**config.mk**
```make
export PLATFORM = sky130hd
export DESIGN_NAME = gcse_ctrl
export DESIGN_NICKNAME = d
export VERILOG_FILES = /design/src/rtl/core/gcse_pkg.sv /design/src/rtl/core/gcse_ctrl.sv
export SDC_FILE = /design/constraint.sdc
export NUM_CORES = 1
export LEC_CHECK = 0
export BUFFER_PORTS_ARGS = -buffer_cell sky130_fd_sc_hd__buf_2
export CAP_MARGIN = 20
export CORE_AREA = 2 2 39 41
export CTS_CLUSTER_DIAMETER = 50
export DETAILED_ROUTE_END_ITERATION = 10
export DIE_AREA = 0 0 41 43
export SLEW_MARGIN = 0
export SYNTH_ARGS = -nofsm -noshare
export SYNTH_HDL_FRONTEND = slang
export SYNTH_SLANG_ARGS = --single-unit
```
**constraint.sdc**
```tcl
create_clock -name clock -period 1.2 [get_ports clock]
set_input_delay 0.18 -clock clock [delete_from_list [all_inputs] [get_ports clock]]
set_output_delay 0.18 -clock clock [all_outputs]
set_load 0.1 [all_outputs]
```
**src/rtl/core/gcse_pkg.sv**
```systemverilog
// gcse_pkg: types, constants and codes of the grid cell store engine
// no dependencies; imported by gcse_datapath, gcse_ctrl and the top level
package gcse_pkg;

   localparam int MAX_COLS   = 64;
   localparam int MAX_ROWS   = 64;
   localparam int CELL_COUNT = MAX_COLS * MAX_ROWS;
   localparam int ADDR_W     = $clog2(CELL_COUNT);
   localparam int CELL_W     = 64;
   localparam int DIM_W      = 7;
   localparam int COORD_W    = 6;
   localparam int COUNT_W    = 13;
   localparam int CSR_IDX_W  = 2;

   localparam logic [COUNT_W-1:0] COUNT_MAX = '1;

   typedef enum logic [2:0] {
      OP_GET     = 3'd0,
      OP_SET     = 3'd1,
      OP_FILL    = 3'd2,
      OP_COUNT   = 3'd3,
      OP_FIND    = 3'd4,
      OP_REPLACE = 3'd5
   } op_type;

   typedef enum logic [CSR_IDX_W-1:0] {
      CSR_GRID_COLUMNS = 2'd0,
      CSR_GRID_ROWS    = 2'd1
   } csr_index_type;

   typedef enum logic [2:0] {
      ST_CLEAR,
      ST_IDLE,
      ST_POINT,
      ST_ACCESS,
      ST_SCAN,
      ST_DRAIN,
      ST_FINISH,
      ST_RESPOND
   } state_type;

   typedef struct packed {
      logic [2:0]         opcode;
      logic signed [15:0] col;
      logic signed [15:0] row;
      logic signed [63:0] value;
      logic signed [63:0] repl_value;
   } req_word_type;

   typedef struct packed {
      logic signed [63:0]   read_value;
      logic                 hit;
      logic [COUNT_W-1:0]   match_count;
      logic [COORD_W-1:0]   found_col;
      logic [COORD_W-1:0]   found_row;
   } rsp_word_type;

   typedef struct packed {
      logic load;
      logic point;
      logic access;
      logic scan_step;
      logic clear_step;
      logic finish;
   } cmd_type;

   typedef struct packed {
      logic scan_last;
      logic clear_last;
   } status_type;

endpackage

```
**src/rtl/core/gcse_ctrl.sv**
```systemverilog
// gcse_ctrl: controller state machine sequencing clear, single access and scans
// depends on gcse_pkg
module gcse_ctrl (
   input  logic                 clock,
   input  logic                 reset,
   input  logic                 start,
   input  logic [2:0]           req_opcode,
   output logic                 busy,
   output logic                 rsp_strobe,
   output gcse_pkg::cmd_type    cmd,
   input  gcse_pkg::status_type status
);
   import gcse_pkg::*;

   state_type state_ff, state_in;

   always_ff @(posedge clock) begin
      if (reset) begin
         state_ff <= ST_CLEAR;
      end else begin
         state_ff <= state_in;
      end
   end

   always_comb begin
      state_in = state_ff;
      unique case (state_ff)
         ST_CLEAR: begin
            if (status.clear_last) begin
               state_in = ST_IDLE;
            end
         end
         ST_IDLE: begin
            if (start) begin
               unique case (req_opcode) inside
                  OP_GET, OP_SET:                       state_in = ST_POINT;
                  OP_FILL, OP_COUNT, OP_FIND, OP_REPLACE: state_in = ST_SCAN;
                  default:                              state_in = ST_FINISH;
               endcase
            end
         end
         ST_POINT:   state_in = ST_ACCESS;
         ST_ACCESS:  state_in = ST_FINISH;
         ST_SCAN: begin
            if (status.scan_last) begin
               state_in = ST_DRAIN;
            end
         end
         ST_DRAIN:   state_in = ST_FINISH;
         ST_FINISH:  state_in = ST_RESPOND;
         ST_RESPOND: state_in = ST_IDLE;
         default:    state_in = ST_CLEAR;
      endcase
   end

   always_comb begin
      cmd        = '0;
      busy       = 1'b1;
      rsp_strobe = 1'b0;
      unique case (state_ff)
         ST_CLEAR:   cmd.clear_step = 1'b1;
         ST_IDLE: begin
            busy     = 1'b0;
            cmd.load = start;
         end
         ST_POINT:   cmd.point     = 1'b1;
         ST_ACCESS:  cmd.access    = 1'b1;
         ST_SCAN:    cmd.scan_step = 1'b1;
         ST_DRAIN:   ;
         ST_FINISH:  cmd.finish    = 1'b1;
         ST_RESPOND: rsp_strobe    = 1'b1;
         default:    ;
      endcase
   end

`ifndef ASSERT_OFF
   a_strobe_single: assert property (@(posedge clock) disable iff (reset)
      rsp_strobe |=> !rsp_strobe)
      else $error("result strobe held for more than one cycle");

   a_accept_busy: assert property (@(posedge clock) disable iff (reset)
      (start && !busy) |=> busy)
      else $error("accepted word did not make the block busy");

   a_strobe_idle: assert property (@(posedge clock) disable iff (reset)
      rsp_strobe |=> !busy)
      else $error("block not idle after delivering a result");

   a_finish_strobe: assert property (@(posedge clock) disable iff (reset)
      cmd.finish |=> rsp_strobe)
      else $error("latched result not delivered");

   a_cmd_exclusive: assert property (@(posedge clock) disable iff (reset)
      $onehot0({cmd.point, cmd.access, cmd.scan_step, cmd.clear_step, cmd.finish}))
      else $error("conflicting datapath commands");
`endif

endmodule

```
==> results.json <==
{
  "die_h_um": 43,
  "drive_gt1_share_pct": 71.4,
  "synth_flop_cell": "dfxtp_1",
  "drt-wirelength-per-cell_um": 9.63,
  "numCtsBuffers": 3,
  "yosysUniqueCellTypes": 19,
  "vias": 293,
  "crit_fanout": 2,
  "start_util_pct": 17.5,
  "setup_viol": 8,
  "timing.final.ws_setup_ps": -241,
  "p_per_area_nw_per_um2": 1240,
  "ys_seq_elements": 3,
  "final_cell_mix": "buf_12 (8), buf_2 (6)",
  "gp_congestion": 0.669,
  "fin_crit_ps": 1440,
  "antenna_cells": 0,
  "cp-end-kind": "primary output",
  "cts-root-buf": "clkbuf_4",
  "grt_remaining_overflow": 0,
  "drc": 0,
  "dr.pass1.iters": 1,
  "finClkSkew_ps": 4.60,
  "drv_cap": 0,
  "htreeDepth": 1,
  "r2r_slack_ps": 20,
  "rsz0062_at_grt": "yes",
  "period_share_pct": 120,
  "arrival_ps": 1260,
  "num_rows": 14,
  "yosys-top-cells-area": "dfxtp_1 (25%), buf_6 (9.3%), nor2_1 (7.8%)",
  "max_freq_ghz": 0.694,
  "top_register": "state_ff",
  "synth_nets": 38,
  "cts_tree": "yes",
  "synthCells": 30,
  "postCtsHoldBufs": 0,
  "fp.coreArea_um2": 1380,
  "synthToLayoutAreaGrowth_pct": 125,
  "synth_area_um2": 241,
  "worstSetupStartpointType": "flop",
  "drt-initial-drc-count": 0,
  "fill_cells": 142,
  "worstSetupPathType": "reg -> out",
  "critPathRequiredTime_ps": 1020,
  "outcome": "complete, but fails checks",
  "avgSynthCellArea_um2": 8.05,
  "detail_route.vias_per_cell": 4.51,
  "totalPowerFinal_w": 0.000674,
  "slew_headroom_pct": 83.5,
  "clk_pin_slew_ps": 40,
  "cts_max_path_buffers": 2,
  "final_core_util_pct": 39.2,
  "final_cell_area_um2": 543,
  "first_global_vias": 277,
  "insertion_delay_ps": 240,
  "layout.nets": 58,
  "p_leak_nw": 0.222,
  "finalHoldViolCount": 0,
  "ys_warn_count": 0,
  "place_area_um2": 485,
  "antenna_found_initial": 0,
  "hold_class": "in -> reg",
  "timing_max_transition_violations_final": 0,
  "grt_pass1_wl_um": 1060,
  "largest_reg_flops": 3,
  "post-cts-setup-buffers": 0,
  "finalWirelength_um": 626,
  "violations": "setup timing",
  "portBuffers": 14,
  "track_usage_pct": 9.33,
  "ir_drop_uv": 519,
  "grt_max_degree": 12,
  "ys_seq_area_share_pct": 24.9,
  "io_pins": 16,
  "clock_sinks": 3,
  "ant_nets": 0,
  "synth_top_area_share_pct": 24.9,
  "postSynth.asyncResetShare_pct": 0,
  "dieArea_um2": 1760,
  "reg_top3": "state_ff x3",
  "synth_edf_count": 0,
  "final_common_cell": "buf_12",
  "die_x_um": 41,
  "synth_top_area_cell": "dfxtp_1",
  "worst_pin_slew_ps": 246
}
critical path, stage by stage, from the launching register on:
cell     delay [ps]
dfxtp_2         320
or3b_4          410
nor2_4          110
buf_12          180
routing by layer:
metal	share of wire [%]	wire [µm]	global-route usage, %	vias to the layer above
met5	0	0	0	-
met4	2.2	14	8.00	0
met3	9.6	60	4.71	2
met2	50	310	10.6	16
met1	38	240	12.2	132
li1	-	-	-	143
synth_stat cells, types with 2 or more instances:
library cell,count
nor3_1,2
nor2_1,5
nor4_1,3
buf_6,2
dfxtp_1,3
nor3b_1,2
what timing repair did:
action,in CTS,in global routing
cloned,0,0
setup endpoints to repair,8,9
pin swaps,1,0
resized for setup,6,4
endpoints found under the hold margin,0,0
worst paths after layout:
| path | start | end | cells past startpoint |
|---|---|---|---|
| max | state_ff[0] | cmd[5] | 3 |
| min | reset | state_ff[1] | 2 |
| max reg2reg | state_ff[1] | state_ff[0] | 4 |
| min reg2reg | state_ff[2] | state_ff[2] | 3 |
stage by stage:
stage               setup TNS, ps  hold WS [ps]  cells  worst slack (ps)
floorplan                   -1020           251     30              -503
global placement                0           386     61              3.34
detailed placement          -5.63           387     61             -5.63
CTS                         -1220           136     65              -254
global route                -1710           126     65              -297
finish                      -1110           145     65              -241
cells by family after synthesis:
logic type | count (synthesis) | share of synthesized area, %
AND/OR/NAND/NOR | 18 | 44.6
buffers and inverters | 4 | 16.6
flip-flops | 3 | 24.9
AO/OA/AOI/OAI | 4 | 10.4
XOR/XNOR | 1 | 3.63
cell type report:
type | instances | area, µm² | area share [%]
multi-input combinational | 23 | 201 | 37.1
inverter | 1 | 3.75 | 0.691
sequential | 3 | 63.8 | 11.8
timing repair buffer | 18 | 228 | 41.9
clock buffer | 4 | 26.3 | 4.84
tap | 16 | 20.0 | 3.69
power by group:
part | switching, W | internal (W) | total, W
Combinational | 0.000229 | 0.000149 | 0.000378
Clock | 0.0000543 | 0.000125 | 0.000179
Sequential | 0.00000566 | 0.000111 | 0.000117
Total | 0.000289 | 0.000385 | 0.000674
(Power assumes the default switching activity.)
